`config.mk`:
```
export PLATFORM = sky130hd
export DESIGN_NAME = entity_id_allocator_parent_table
export DESIGN_NICKNAME = d
export VERILOG_FILES = /design/src/eidpt_pkg.sv /design/src/eidpt_idpool.sv /design/src/entity_id_allocator_parent_table.sv
export SDC_FILE = /design/constraint.sdc
export NUM_CORES = 2
export LEC_CHECK = 0
export BUFFER_PORTS_ARGS = -buffer_cell sky130_fd_sc_hd__buf_4
export CAP_MARGIN = 20
export CORE_MARGIN = 3
export CORE_UTILIZATION = 40
export DETAILED_ROUTE_END_ITERATION = 10
export PLACE_DENSITY = 0.56
export SYNTH_ARGS = -nofsm -noshare
export SYNTH_HDL_FRONTEND = slang
export SYNTH_SLANG_ARGS = --single-unit
```
`constraint.sdc`:
```
create_clock -name clk -period 21.7 [get_ports clk]
set_clock_uncertainty 0.15 [all_clocks]
set_input_delay 2.17 -clock clk [delete_from_list [all_inputs] [get_ports clk]]
set_output_delay 2.17 -clock clk [all_outputs]
set_load 0.02 [all_outputs]
```
`src/eidpt_pkg.sv`:
```
// ---------------------------------------------------------------------------
// Entity ID allocator package
// Shared widths, request and status codes, and the control and status
// structs that pass between the allocator top level and its ID pool.
// ---------------------------------------------------------------------------
package eidpt_pkg;

    // Field widths of a request and of a result.
    localparam int ID_W     = 8;
    localparam int OP_W     = 2;
    localparam int STATUS_W = 2;

    // Size of the identifier space that the 8-bit fields can name.
    localparam int ID_SPACE = 1 << ID_W;

    // Default number of entities, including the root.
    localparam int DEFAULT_MAX_ENTITIES = 256;

    // Request kinds.
    typedef enum logic [OP_W-1:0] {
        OP_CREATE     = 2'd0,
        OP_REMOVE     = 2'd1,
        OP_GET_PARENT = 2'd2,
        OP_CHECK      = 2'd3
    } op_t;

    // Result status codes.
    typedef enum logic [STATUS_W-1:0] {
        STATUS_OK        = 2'd0,
        STATUS_FULL      = 2'd1,
        STATUS_NOT_FOUND = 2'd2
    } status_t;

    // Commands from the request stage to the ID pool, applied on commit.
    typedef struct packed {
        logic            take;     // hand out the next free identifier
        logic            push;     // return an identifier to the free stack
        logic [ID_W-1:0] push_id;  // identifier being returned
    } pool_ctrl_t;

    // What the ID pool offers to the request in the input register.
    typedef struct packed {
        logic            avail;    // an identifier can be issued
        logic [ID_W-1:0] next_id;  // identifier that a create would get
    } pool_stat_t;

endpackage

```
`src/eidpt_idpool.sv`:
```
// ---------------------------------------------------------------------------
// Entity ID pool
// LIFO stack of freed identifiers plus a rising counter for fresh ones.
// The stack top is read from memory when a request is accepted, so that
// the next identifier is ready when that request executes.
// ---------------------------------------------------------------------------
module eidpt_idpool #(
    parameter int MAX_ENTITIES = eidpt_pkg::DEFAULT_MAX_ENTITIES
) (
    input  logic                   clk,
    input  logic                   rst_n,
    input  logic                   load,
    input  eidpt_pkg::pool_ctrl_t  ctrl,
    output eidpt_pkg::pool_stat_t  stat
);
    import eidpt_pkg::*;

    localparam int DEPTH = (MAX_ENTITIES > ID_SPACE) ? ID_SPACE : MAX_ENTITIES;
    localparam int IDX_W = $clog2(DEPTH);
    localparam int CNT_W = IDX_W + 1;
    localparam logic [ID_W-1:0] ID_LIMIT = ID_W'(DEPTH - 1);

    logic [ID_W-1:0]  stack_mem [DEPTH];
    logic [CNT_W-1:0] cnt_reg, cnt_next;
    logic [ID_W-1:0]  last_reg, last_next;
    logic [ID_W-1:0]  rd_reg;
    logic [IDX_W-1:0] rd_addr;
    logic [IDX_W-1:0] wr_addr;
    logic             stack_nonempty;

    assign stack_nonempty = (cnt_reg != '0);
    assign wr_addr        = cnt_reg[IDX_W-1:0];

    // Identifier offered to a create: stack top first, then the counter.
    always_comb
    begin
        stat.avail   = stack_nonempty || (last_reg < ID_LIMIT);
        stat.next_id = stack_nonempty ? rd_reg : last_reg + ID_W'(1);
    end

    // Pool state after the committing request, if any.
    always_comb
    begin
        cnt_next  = cnt_reg;
        last_next = last_reg;
        priority if (ctrl.push)
        begin
            cnt_next = cnt_reg + CNT_W'(1);
        end
        else if (ctrl.take)
        begin
            if (stack_nonempty)
            begin
                cnt_next = cnt_reg - CNT_W'(1);
            end
            else
            begin
                last_next = last_reg + ID_W'(1);
            end
        end
    end

    // The next stack top, as seen after this cycle's commit.
    assign rd_addr = IDX_W'(cnt_next - CNT_W'(1));

    // Count and counter registers.
    always_ff @(posedge clk or negedge rst_n)
    begin
        if (!rst_n)
        begin
            cnt_reg  <= '0;
            last_reg <= '0;
        end
        else
        begin
            cnt_reg  <= cnt_next;
            last_reg <= last_next;
        end
    end

    // Stack memory with registered read; a push to the address being read
    // in the same cycle is forwarded.
    always_ff @(posedge clk)
    begin
        if (ctrl.push)
        begin
            stack_mem[wr_addr] <= ctrl.push_id;
        end
        if (load)
        begin
            if (ctrl.push && (wr_addr == rd_addr))
            begin
                rd_reg <= ctrl.push_id;
            end
            else
            begin
                rd_reg <= stack_mem[rd_addr];
            end
        end
    end

endmodule

```
`src/entity_id_allocator_parent_table.sv`:
```
// ---------------------------------------------------------------------------
// Entity ID allocator with parent table
// Issues entity identifiers, records their parents, and answers removal,
// parent and membership queries.
// ---------------------------------------------------------------------------
// A request (create, remove, get parent, check valid) is taken into an input
// register, and its result is then written into the output register when the
// request commits to it, and one request is accepted every cycle while
// the result side keeps up. The table memories (free stack and parent table)
// are read once per request at the moment it is accepted, and the state
// update of the request ahead is forwarded into that read. Created
// identifiers come first from the most recently removed ones and then from a
// counter running from 1 up to the smaller of MAX_ENTITIES-1 and 255;
// identifier 0 is the root and is never issued. Present marks are cleared
// by reset at once, so requests are accepted from the first cycle after
// reset. Removing an absent identifier is refused with not-found status.
// ---------------------------------------------------------------------------
module entity_id_allocator_parent_table #(
    parameter int MAX_ENTITIES = eidpt_pkg::DEFAULT_MAX_ENTITIES
) (
    input  logic                             clk,
    input  logic                             rst_n,
    input  logic                             req_valid,
    output logic                             req_stall,
    input  logic [eidpt_pkg::OP_W-1:0]       op,
    input  logic [eidpt_pkg::ID_W-1:0]       entity,
    input  logic [eidpt_pkg::ID_W-1:0]       parent,
    output logic                             rsp_valid,
    input  logic                             rsp_stall,
    output logic [eidpt_pkg::ID_W-1:0]       result_id,
    output logic                             is_valid,
    output logic [eidpt_pkg::STATUS_W-1:0]   status
);
    import eidpt_pkg::*;

    localparam int DEPTH = (MAX_ENTITIES > ID_SPACE) ? ID_SPACE : MAX_ENTITIES;
    localparam int IDX_W = $clog2(DEPTH);
    localparam logic [ID_W:0] DEPTH_V = (ID_W + 1)'(DEPTH);

    // Input register.
    logic             req_full_reg;
    op_t              op_reg;
    logic [ID_W-1:0]  entity_reg;
    logic [ID_W-1:0]  parent_reg;

    // Output register.
    logic             rsp_valid_reg;
    logic [ID_W-1:0]  result_id_reg;
    logic             is_valid_reg;
    status_t          status_reg;

    // Tables.
    logic [DEPTH-1:0] present_reg;
    logic [ID_W-1:0]  parent_mem [DEPTH];
    logic [ID_W-1:0]  parent_rd_reg;

    logic             commit;
    logic             accept;
    logic             ent_in_range;
    logic [IDX_W-1:0] ent_idx;
    logic             ent_present;
    logic [IDX_W-1:0] new_idx;
    logic [IDX_W-1:0] port_idx;
    logic             create_ok;
    logic             remove_ok;
    logic [ID_W-1:0]  rid;
    logic             vld;
    status_t          st;
    pool_ctrl_t       pool_ctrl;
    pool_stat_t       pool_stat;

    // Handshake: the request moves on whenever the output register is free.
    assign commit    = req_full_reg && (!rsp_valid_reg || !rsp_stall);
    assign req_stall = req_full_reg && !commit;
    assign accept    = req_valid && !req_stall;

    // Free stack and counter.
    eidpt_idpool #(
        .MAX_ENTITIES (MAX_ENTITIES)
    ) u_idpool (
        .clk   (clk),
        .rst_n (rst_n),
        .load  (accept),
        .ctrl  (pool_ctrl),
        .stat  (pool_stat)
    );

    // Lookup of the entity held in the input register.
    assign ent_in_range = ({1'b0, entity_reg} < DEPTH_V);
    assign ent_idx      = entity_reg[IDX_W-1:0];
    assign ent_present  = ent_in_range && present_reg[ent_idx];
    assign new_idx      = pool_stat.next_id[IDX_W-1:0];
    assign port_idx     = entity[IDX_W-1:0];

    // Execute the request in the input register.
    always_comb
    begin
        create_ok = 1'b0;
        remove_ok = 1'b0;
        rid       = '0;
        vld       = 1'b0;
        st        = STATUS_OK;
        unique case (op_reg)
            OP_CREATE:
            begin
                if (pool_stat.avail)
                begin
                    create_ok = 1'b1;
                    rid       = pool_stat.next_id;
                end
                else
                begin
                    st = STATUS_FULL;
                end
            end
            OP_REMOVE:
            begin
                if (ent_present)
                begin
                    remove_ok = 1'b1;
                    vld       = 1'b1;
                end
                else
                begin
                    st = STATUS_NOT_FOUND;
                end
            end
            OP_GET_PARENT:
            begin
                if (ent_present)
                begin
                    rid = parent_rd_reg;
                    vld = 1'b1;
                end
            end
            OP_CHECK:
            begin
                vld = ent_present;
            end
            default:
            begin
                st = STATUS_OK;
            end
        endcase
    end

    // Pool commands take effect only when the request commits.
    always_comb
    begin
        pool_ctrl.take    = commit && create_ok;
        pool_ctrl.push    = commit && remove_ok;
        pool_ctrl.push_id = entity_reg;
    end

    // Input register.
    always_ff @(posedge clk or negedge rst_n)
    begin
        if (!rst_n)
        begin
            req_full_reg <= 1'b0;
        end
        else if (accept)
        begin
            req_full_reg <= 1'b1;
        end
        else if (commit)
        begin
            req_full_reg <= 1'b0;
        end
    end

    always_ff @(posedge clk)
    begin
        if (accept)
        begin
            op_reg     <= op_t'(op);
            entity_reg <= entity;
            parent_reg <= parent;
        end
    end

    // Present marks.
    always_ff @(posedge clk or negedge rst_n)
    begin
        if (!rst_n)
        begin
            present_reg <= '0;
        end
        else
        begin
            if (commit && create_ok)
            begin
                present_reg[new_idx] <= 1'b1;
            end
            if (commit && remove_ok)
            begin
                present_reg[ent_idx] <= 1'b0;
            end
        end
    end

    // Parent table with registered read at accept; a parent written by the
    // committing create to the same identifier is forwarded.
    always_ff @(posedge clk)
    begin
        if (commit && create_ok)
        begin
            parent_mem[new_idx] <= parent_reg;
        end
        if (accept)
        begin
            if (commit && create_ok && (new_idx == port_idx))
            begin
                parent_rd_reg <= parent_reg;
            end
            else
            begin
                parent_rd_reg <= parent_mem[port_idx];
            end
        end
    end

    // Output register.
    always_ff @(posedge clk or negedge rst_n)
    begin
        if (!rst_n)
        begin
            rsp_valid_reg <= 1'b0;
        end
        else if (commit)
        begin
            rsp_valid_reg <= 1'b1;
        end
        else if (!rsp_stall)
        begin
            rsp_valid_reg <= 1'b0;
        end
    end

    always_ff @(posedge clk)
    begin
        if (commit)
        begin
            result_id_reg <= rid;
            is_valid_reg  <= vld;
            status_reg    <= st;
        end
    end

    assign rsp_valid = rsp_valid_reg;
    assign result_id = result_id_reg;
    assign is_valid  = is_valid_reg;
    assign status    = status_reg;

endmodule
```
==> impl_results.md <==
* Post-Syn Area at 0.1732 mm²
* Worst skew pair latency at 0.99 ns
* CTS tree: built
* Number of global-route vias before repair at 87310
* CP max FO at 64
* Clk pin slew, worst setup/hold paths at 0.06 ns
* Area Growth Syn to Fin at 13.11%
* CP arrival at 11.11 ns
* Post-Syn Area per Cell at 21.46 µm²
* Fmax at 0.09449 GHz
* GR Overflow Total at 0
* Slew margin rel. at -4.855%
* RSZ-0062 raised after global routing: no
* Nets at 8433
* Largest net degree at the start of global routing at 257
* Synthesis Warnings at 0
* Share of layout cells above drive strength 1 at 26.40%
* Max-capacitance violation count at 0
* CP Data Required Time at 22.23 ns
* Fraction of registers with async set/reset at 6.227%
* Detail Route Antenna Nets at 0
* Die X at 664.1 µm
* Post-CTS Setup Bufs at 0
* Setup TNS at 0 ns
* PwrDens at 115.0 mW/mm²
* Post-DR vias/cell at 5.902
* Final WL at 477100 µm
* Final GP Congestion at 0.8973
* Mapped Nets at 8101
* Row count at 241
* Initial cell density of the core at 40.17%
* Final Hold Vio Count at 0
* Dpl hpwl at 295500 µm
* Number of synthesized register bits at 4416
* Failing checks: slew limit
* Hold-fix buffers, CTS at 0
* Initial antenna violation count at 17
* Fin. max-slew vios at 52
* Leading cell types by count after synthesis: 4141 x edfxtp_1, 1233 x mux4_2, 561 x nor2_1, 280 x clkbuf_1, 275 x dfrtp_1
* WL/cell at 32.91 µm
* Via Count at 85570
* Area of the core at 0.4312 mm²
* Most frequent cell after synthesis: edfxtp_1
* Crit path kind: flip-flop to flip-flop
* Outcome: finished, violations left
* GRT Resource Usage Total at 21.38%
* H-tree depth at 5
* Fin crit share at 48.77%
* Share of the synthesized area in the top cell type at 71.78%
* Crit path capture type: flip-flop
* Worst hold path class: flip-flop to flip-flop
* TritonRoute pass-1 iters at 6
* Setup violators final at 0
* Number of synthesized flops with an enable pin at 4141
* Worst slew pin tran at 1.573 ns
* Most used flip-flop cell after synthesis: edfxtp_1
* Tmin final at 10.58 ns
* Seq/Total Area, Yosys at 75.75%
* First-pass GRT wire length at 678000 µm
* Yosys cell types at 90
* Clock buffer depth at 4
* Post-CTS Resized at 0
* Clock Sinks at 4416
* Area contributors post-synth: edfxtp_1 72%, mux4_2 16%, dfrtp_1 4.0%, o22a_1 1.3%, nor2_1 1.2%
* DRC at 0
* Cell count after synthesis at 8072
* Crit path launch type: flip-flop
* Die height at 664.1 µm
* Yosys top cell by area: edfxtp_1
* Initial DRC count at 10240
* I/O pins at 35
* Leak pwr at 61.93 nW
* Max VDD drop at 191.9 µV
* Port-buffer cells at 34
* Worst hold margin at 0.3300 ns
* Die area at 0.4410 mm²
* CTS Buf Count at 442
* Clk root buf: clkbuf_16
## logic make-up after synthesis
logic type,synth area share (%)
compound gates,2.844
xor+xnor,0.1835
fa+ha+maj,0.05056
buf+inv,1.387
flops,75.75
mux,17.10
simple gates,2.685
## area by class of cell
type | instances | area [µm²]
Fill cell | 35860 | 235200
Sequential cell | 4416 | 131200
Multi-Input combinational cell | 3154 | 39760
Clock buffer | 551 | 11700
Tap cell | 5710 | 7144
Timing Repair Buffer | 379 | 3382
Clock inverter | 266 | 2651
Inverter | 11 | 57.56
Antenna cell | 11 | 27.53
## placed cells by master, fill, tap and decap left out, types with 87 or more instances in the layout
cell / n
edfxtp_1: 4141
a22oi_1: 117
clkinv_1: 100
mux4_2: 1233
clkbuf_16: 448
clkbuf_1: 93
mux2i_1: 146
dfrtp_1: 275
buf_4: 314
nand3_1: 87
nand2_1: 253
o22a_1: 259
nor2_1: 549
## path summary, 6_finish.rpt
kind | from | to | slack (ns) | cells after the start
worst max-delay path | ent_idx[3] | u_idpool.rd_reg[2] | 11.12 | 21
worst min-delay path | req_full_reg | rsp_valid | 0.33 | 1
worst max register to register | ent_idx[3] | u_idpool.rd_reg[2] | 11.12 | 21
worst min register to register | req_full_reg | rsp_valid | 0.33 | 1
max in group asynchronous | rst_n | req_full_reg | 18.49 | 2
min in group asynchronous | rst_n | present_reg[46] | 1.11 | 1
## routing by layer
metal / global-route usage [%] / routed length [µm] / vias to the layer above
li1: - / - / 34590
met1: 28.89 / 190400 / 46510
met2: 35.17 / 235100 / 3639
met3: 3.279 / 31860 / 831
met4: 8.070 / 19770 / 6
met5: 0 / 36 / -
## through the flow
stage                     util [%]  instance area (µm²)  total power, W  cells  setup slack, ns
after CTS                    45.37               195600         0.02271  14470            11.34
after floorplan                  -               173200         0.01326   8072            12.11
after global placement       41.91               180700         0.01511  13600            11.11
final                        45.44               196000         0.02253  14500            11.12
after global routing         45.44               195900         0.02326  14490            10.75
after detailed placement     42.05               181300         0.01512  13650            11.35
## report_power, final
| part | internal, W | switching [W] |
|---|---|---|
| Sequential | 0.00944 | 0.000104 |
| Combinational | 0.00213 | 0.00322 |
| Clock | 0.00439 | 0.00323 |
## critical path: stages, from the launching register on
cell and delay, ns:
edfxtp_1 0.82, buf_4 0.84, nor2b_2 0.44, buf_4 0.28, a22oi_1 0.12, and3_1 0.20
a31oi_1 0.15, a311oi_1 0.24, o31ai_2 0.86, nand2_2 0.74, a211oi_1 0.48, a21oi_1 0.08
o21a_1 0.18, ha_4 0.72, buf_4 0.74, buf_4 0.69, mux4_2 0.41, a22oi_1 0.31
a21oi_1 0.16, or3_1 0.37, a32oi_1 0.89, o311ai_1 0.22
Power figures use the tool's default switching activity.
